==> config.mk <==
export PLATFORM = sky130hd
export DESIGN_NAME = idh_ctrl
export DESIGN_NICKNAME = d
export VERILOG_FILES = /design/src/design/idh_pkg.sv /design/src/design/idh_ctrl.sv
export SDC_FILE = /design/constraint.sdc
export NUM_CORES = 1
export LEC_CHECK = 0
export ABC_CLOCK_PERIOD_IN_PS = 1300
export BUFFER_PORTS_ARGS = -buffer_cell sky130_fd_sc_hd__buf_2
export CAP_MARGIN = 20
export CORE_AREA = 2 2 39 41
export CTS_BUF_LIST = sky130_fd_sc_hd__clkbuf_8
export CTS_CLUSTER_DIAMETER = 120
export CTS_CLUSTER_SIZE = 30
export DETAILED_ROUTE_END_ITERATION = 16
export DIE_AREA = 0 0 41 43
export GPL_ROUTABILITY_DRIVEN = 1
export PLACE_DENSITY = 0.8
export SYNTH_ARGS = -nofsm -noshare
export SYNTH_HDL_FRONTEND = slang
export SYNTH_SLANG_ARGS = --single-unit
==> constraint.sdc <==
create_clock -name i_clk -period 1.3 [get_ports i_clk]
set_input_delay 0.195 -clock i_clk [delete_from_list [all_inputs] [get_ports i_clk]]
set_output_delay 0.195 -clock i_clk [all_outputs]
set_load 0.005 [all_outputs]
==> src/design/idh_pkg.sv <==
// Package with the types and constants of the interpolating delay history block.
`default_nettype none
package idh_pkg;

    localparam int TIME_W     = 48;
    localparam int SAMPLE_W   = 32;
    localparam int CH_W       = 3;
    localparam int DELAY_W    = 22;
    localparam int RLEN_W     = 7;
    localparam int CFG_DATA_W = 48;
    localparam int CFG_IDX_W  = 1;

    localparam logic [CFG_IDX_W-1:0] REG_RING_LENGTH = 1'b0;
    localparam logic [CFG_IDX_W-1:0] REG_START_TIME  = 1'b1;

    localparam logic [RLEN_W-1:0] RING_LEN_MIN   = 7'd3;
    localparam logic [RLEN_W-1:0] RING_LEN_RESET = 7'd64;

    localparam logic MODE_QUERY = 1'b0;
    localparam logic MODE_STORE = 1'b1;

    typedef struct packed {
        logic                       mode;
        logic [TIME_W-1:0]          time_req;
        logic [CH_W-1:0]            channel;
        logic [DELAY_W-1:0]         delay;
        logic signed [SAMPLE_W-1:0] sample;
    } t_in_item;

    typedef struct packed {
        logic signed [SAMPLE_W-1:0] delayed_value;
        logic [CH_W-1:0]            channel_echo;
    } t_out_item;

    typedef enum logic [3:0] {
        ST_CLEAR,
        ST_IDLE,
        ST_DIVP,
        ST_DIVN,
        ST_RDX,
        ST_WAITX,
        ST_DIVQ,
        ST_WRITE,
        ST_RD0,
        ST_RD1,
        ST_CAPY1,
        ST_MUL,
        ST_SUM,
        ST_RESULT
    } t_state;

    typedef enum logic [1:0] {
        DIV_PTR,
        DIV_MOD,
        DIV_QUO
    } t_div_sel;

    typedef enum logic {
        RD_SLOT0,
        RD_SLOT1
    } t_rd_sel;

    typedef struct packed {
        logic     clear_en;
        logic     load_in;
        logic     div_start;
        t_div_sel div_sel;
        logic     latch_p;
        logic     latch_mod;
        logic     rd_en;
        t_rd_sel  rd_sel;
        logic     cap_y0;
        logic     cap_y1;
        logic     mul_en;
        logic     sum_en;
        logic     wr_en;
        logic     commit;
        logic     out_load;
    } t_ctl_cmd;

    typedef struct packed {
        logic div_done;
        logic is_store;
        logic ch_ok;
        logic e_pos;
        logic out_free;
        logic clear_last;
    } t_ctl_status;

endpackage
`default_nettype wire

==> src/design/idh_ctrl.sv <==
// Controller state machine that sequences each item through the datapath.
`default_nettype none
module idh_ctrl import idh_pkg::*; (
    input  wire logic        i_clk,
    input  wire logic        i_rst_n,
    input  wire logic        i_in_valid,
    output logic             o_in_ready,
    input  wire t_ctl_status i_status,
    output t_ctl_cmd         o_cmd
);
    t_state r_state, n_state;

    always_comb begin
        n_state = r_state;
        case (r_state)
            ST_CLEAR:  if (i_status.clear_last) n_state = ST_IDLE;
            ST_IDLE:   if (i_in_valid) n_state = ST_DIVP;
            ST_DIVP:   if (i_status.div_done) n_state = ST_DIVN;
            ST_DIVN: begin
                if (i_status.div_done) begin
                    if (i_status.is_store) begin
                        n_state = i_status.ch_ok ? ST_RDX : ST_WRITE;
                    end else begin
                        n_state = i_status.ch_ok ? ST_RD0 : ST_RESULT;
                    end
                end
            end
            ST_RDX:    n_state = ST_WAITX;
            ST_WAITX:  n_state = i_status.e_pos ? ST_DIVQ : ST_WRITE;
            ST_DIVQ:   if (i_status.div_done) n_state = ST_WRITE;
            ST_WRITE:  n_state = ST_IDLE;
            ST_RD0:    n_state = ST_RD1;
            ST_RD1:    n_state = ST_CAPY1;
            ST_CAPY1:  n_state = ST_MUL;
            ST_MUL:    n_state = ST_SUM;
            ST_SUM:    n_state = ST_RESULT;
            ST_RESULT: if (i_status.out_free) n_state = ST_IDLE;
            default:   n_state = ST_IDLE;
        endcase
    end

    always_comb begin
        o_cmd      = '0;
        o_cmd.div_sel = DIV_PTR;
        o_cmd.rd_sel  = RD_SLOT0;
        o_in_ready = 1'b0;
        case (r_state)
            ST_CLEAR: o_cmd.clear_en = 1'b1;
            ST_IDLE: begin
                o_in_ready = 1'b1;
                if (i_in_valid) begin
                    o_cmd.load_in   = 1'b1;
                    o_cmd.div_start = 1'b1;
                    o_cmd.div_sel   = DIV_PTR;
                end
            end
            ST_DIVP: begin
                if (i_status.div_done) begin
                    o_cmd.latch_p   = 1'b1;
                    o_cmd.div_start = 1'b1;
                    o_cmd.div_sel   = DIV_MOD;
                end
            end
            ST_DIVN: begin
                o_cmd.div_sel = DIV_MOD;
                if (i_status.div_done) o_cmd.latch_mod = 1'b1;
            end
            ST_RDX: begin
                o_cmd.rd_en  = 1'b1;
                o_cmd.rd_sel = RD_SLOT0;
            end
            ST_WAITX: begin
                o_cmd.div_sel = DIV_QUO;
                if (i_status.e_pos) o_cmd.div_start = 1'b1;
            end
            ST_DIVQ: o_cmd.div_sel = DIV_QUO;
            ST_WRITE: begin
                o_cmd.wr_en  = 1'b1;
                o_cmd.commit = 1'b1;
            end
            ST_RD0: begin
                o_cmd.rd_en  = 1'b1;
                o_cmd.rd_sel = RD_SLOT0;
            end
            ST_RD1: begin
                o_cmd.rd_en  = 1'b1;
                o_cmd.rd_sel = RD_SLOT1;
                o_cmd.cap_y0 = 1'b1;
            end
            ST_CAPY1:  o_cmd.cap_y1 = 1'b1;
            ST_MUL:    o_cmd.mul_en = 1'b1;
            ST_SUM:    o_cmd.sum_en = 1'b1;
            ST_RESULT: if (i_status.out_free) o_cmd.out_load = 1'b1;
            default: ;
        endcase
    end

    always_ff @(posedge i_clk) begin
        if (!i_rst_n) begin
            r_state <= ST_CLEAR;
        end else begin
            r_state <= n_state;
        end
    end
endmodule
`default_nettype wire

==> impl_results.md <==
- Run status: finished with violations
- Failing checks: setup timing
- Worst slack after detailed placement: -0.136 ns
- Die footprint: 1760 µm²
- Combined area of all synthesized cells: 508 µm²
- CTS Hold Bufs: 0
- Register-to-register setup slack: -0.14 ns
- Die X-Extent: 41 µm
- Cells on worst reg2reg path: 4
- GRT Residual Overflow: 0
- Count of nets after finishing: 127
- Share of cells above drive strength 1: 59.5%
- Total buffers and inverters traversed by the critical path: 0
- Post-CTS clock slew at the launch and capture registers of the worst setup and hold paths: 0.04 ns
- Number of stages on the worst setup path: 4
- Overall Global Routing Usage: 24.5%
- IR drop worst, VDD: 1.04 mV
- Clock Sink Count: 4
- Data arrival at the endpoint of the critical path: 1.53 ns
- Reg-to-Reg Start: r_state[3]
- Std-Cell Rows: 14
- Vias per std cell: 5.78
- Number of slew-limit violations in the final report: 0
- Delay of the slowest critical-path stage: 0.54 ns
- Post-DR wirelength/cell: 15.2 µm
- Top-level port count: 26
- Highest clock rate: 0.693 GHz
- Pin count of the biggest net entering global routing: 10
- Area growth syn-to-layout: 82.5%
- Pleak: 0.438 nW
- Cell family with most CP delay: simple AND/OR/NAND/NOR gates
- Element type at the critical path end: flip-flop
- Die Ht: 43 µm
- Cell chain of the critical path: or4_4 > a21o_1 > a21oi_1 > a311oi_1
- Vias in the first global route: 692
- Count of unresolved DRC violations after routing: 0
- Sequential share of the synthesized area: 15.8%
- Post-synthesis sequential element count: 4
- Cts bufs inserted: 3
- Max H-tree Level: 1
- Final cycle utilization of the critical path: 111%
- Worst Setup Path Type: reg2reg
- Hold Violations, Final: 0
- Starting density of the core: 36.7%
- Start point of the critical path: r_state[3]
- Final worst clock skew: 0.00687 ns
- Post-Layout Inst Area: 927 µm²
- Routability congestion estimate: 0.860
- Via count: 763
- Largest fanout on the critical path: 8
- Maximum capacitance violations: 0
- Deepest clock path buffer count: 2
- Category of the worst setup path launch point: flip-flop
- Syn_nets: 88
- Post-synthesis average cell area: 6.43 µm²
- End of the worst register-to-register path: r_state[0]
- Final-layout worst hold slack: 0.187 ns
- Overall power: 2.15 mW
- Post-Route Utilization: 67.0%
- Tightest Hold Check Type: in2reg
- Number of antenna violations at the first check in global routing: 0
- Required time reported for the critical path endpoint: 1.39 ns
- Iteration-0 DRC Markers: 24
- Largest registers ranked by flip-flop count: r_state: 4 flops
- Slew at the pin with the worst max-slew slack: 0.321 ns
- Distinct cell type count after synthesis: 31
- Residual antenna-violating net count after detailed routing: 0
- Number of I/O port buffers: 25
- Worst Slack Setup Final: -0.144 ns
- Gate count after technology mapping: 79
- Number of flip-flops in the largest register: 4
- Power density over the cells: 2320 nW/µm²
- Clk_lat worst skew: 0.23 ns
- Slowest CP cell: sky130_fd_sc_hd__or4_4
- Shortest clock period the worst path allows after layout: 1.44 ns
- Area after DPL: 726 µm²
- Root buf cell: sky130_fd_sc_hd__clkbuf_8
- Remaining max-slew budget at the tightest pin: 78.5%
- Final HPWL from detailed placement: 1310 µm
- Iteration count of the initial detailed-routing pass: 5
- Area of the core region: 1380 µm²
- TritonCTS clock tree: done
- Overall routed net length: 2010 µm
- Yosys warnings: 0
- Critical Path Sink: r_state[0]
- Register name with the most flops: r_state
- First-pass GRT wire length: 2930 µm
- Number of failing setup endpoints in the final timing report: 15
- Total inserted antenna cells: 0
- Unrepaired setup endpoints after global routing: yes
## report_power, final
group,internal (mW),switching (mW),leakage [nW]
sequential,0.202,0.121,0.0353
combinational,0.814,0.742,0.381
clock,0.198,0.0756,0.0216
total,1.21,0.938,0.438
## Yosys cell counts
master,number,area share (%)
sky130_fd_sc_hd__o21a_1,1,1.5
sky130_fd_sc_hd__and3_1,1,1.2
sky130_fd_sc_hd__nand2_1,7,5.2
sky130_fd_sc_hd__a2111oi_0,1,1.7
sky130_fd_sc_hd__or2_2,1,1.2
sky130_fd_sc_hd__a32oi_1,1,1.7
sky130_fd_sc_hd__mux2i_1,1,2.0
sky130_fd_sc_hd__o221ai_1,1,1.7
sky130_fd_sc_hd__nor3_1,6,5.9
sky130_fd_sc_hd__a21o_1,2,3.0
sky130_fd_sc_hd__mux2_2,1,2.2
sky130_fd_sc_hd__inv_1,3,2.2
sky130_fd_sc_hd__buf_4,2,3.0
sky130_fd_sc_hd__nor2_1,13,9.6
sky130_fd_sc_hd__a21oi_2,1,1.7
sky130_fd_sc_hd__o32ai_1,1,1.7
sky130_fd_sc_hd__nand4b_1,1,1.7
sky130_fd_sc_hd__nand2b_1,4,4.9
sky130_fd_sc_hd__dfxtp_1,4,16
sky130_fd_sc_hd__o21ai_0,3,3.0
sky130_fd_sc_hd__maj3_1,1,2.0
sky130_fd_sc_hd__nand3_1,1,0.98
sky130_fd_sc_hd__nor4_1,1,1.2
sky130_fd_sc_hd__buf_6,1,2.2
sky130_fd_sc_hd__and2_1,1,1.2
sky130_fd_sc_hd__a21oi_1,9,8.9
sky130_fd_sc_hd__a311oi_1,2,3.4
sky130_fd_sc_hd__buf_2,3,3.0
sky130_fd_sc_hd__a211o_1,1,1.7
sky130_fd_sc_hd__or4_4,1,2.2
sky130_fd_sc_hd__clkbuf_1,3,2.2
## worst min-delay path by stage
stage | start | to | slack, ns | cells after the start
after floorplan | i_rst_n | r_state[3] | 0.31 | 1
after global placement | i_rst_n | r_state[3] | 0.42 | 2
after detailed placement | i_rst_n | r_state[3] | 0.42 | 2
after CTS | i_rst_n | r_state[3] | 0.20 | 2
after global routing | i_rst_n | r_state[3] | 0.19 | 2
final | i_rst_n | r_state[3] | 0.19 | 2
## area by class of cell
| cell class | instances | area (µm²) |
|---|---|---|
| fill | 108 | 457 |
| sequential | 4 | 92.6 |
| clock buffer | 3 | 41.3 |
| tap | 16 | 20.0 |
| multi-input combinational | 63 | 460 |
| inverter | 3 | 13.8 |
| timing repair buffer | 43 | 299 |
## metrics by stage
stage / TNS (ns) / std cells
3_3_place_gp: -0.280 / 126
4_1_cts: -0.802 / 132
5_1_grt: -2.10 / 132
2_1_floorplan: -0.265 / 79
6_report: -1.17 / 132
3_5_place_dp: -0.460 / 126
## logic make-up after synthesis
group | after synthesis | synth area share, %
AND/OR/NAND/NOR | 37 | 35.5
AO/OA/AOI/OAI | 23 | 30.0
buffers and inverters | 12 | 12.6
flip-flops | 4 | 15.8
multiplexers | 2 | 4.19
adder cells (fa/ha/maj) | 1 | 1.97
## layer usage
metal,wire length (µm),GRT usage (%)
met4,82,10.7
met5,0,0
met1,806,29.5
met3,118,8.90
met2,996,37.2
## placed cells by master, fill, tap and decap left out, types with 2 or more instances in the layout
cell                       Yosys  routed
sky130_fd_sc_hd__o21ai_0       3       2
sky130_fd_sc_hd__buf_6         1       7
sky130_fd_sc_hd__clkbuf_8      0       3
sky130_fd_sc_hd__a311oi_1      2       2
sky130_fd_sc_hd__nand2b_4      0       3
sky130_fd_sc_hd__buf_4         2      10
sky130_fd_sc_hd__nor3_4        0       2
sky130_fd_sc_hd__nor2_1       13      11
sky130_fd_sc_hd__a21oi_1       9       7
sky130_fd_sc_hd__dfxtp_4       0       3
sky130_fd_sc_hd__a21o_1        2       2
sky130_fd_sc_hd__nand2_1       7       5
sky130_fd_sc_hd__inv_1         3       2
sky130_fd_sc_hd__buf_2         3      25
sky130_fd_sc_hd__a21oi_2       1       2
sky130_fd_sc_hd__nor3_1        6       3
## what timing repair did
action,in CTS,in global routing
setup endpoints to repair,21,21
gates resized for setup,29,9
buffers inserted,3,0
pin swaps,5,1
No activity file was read; power rests on OpenSTA's default activity.
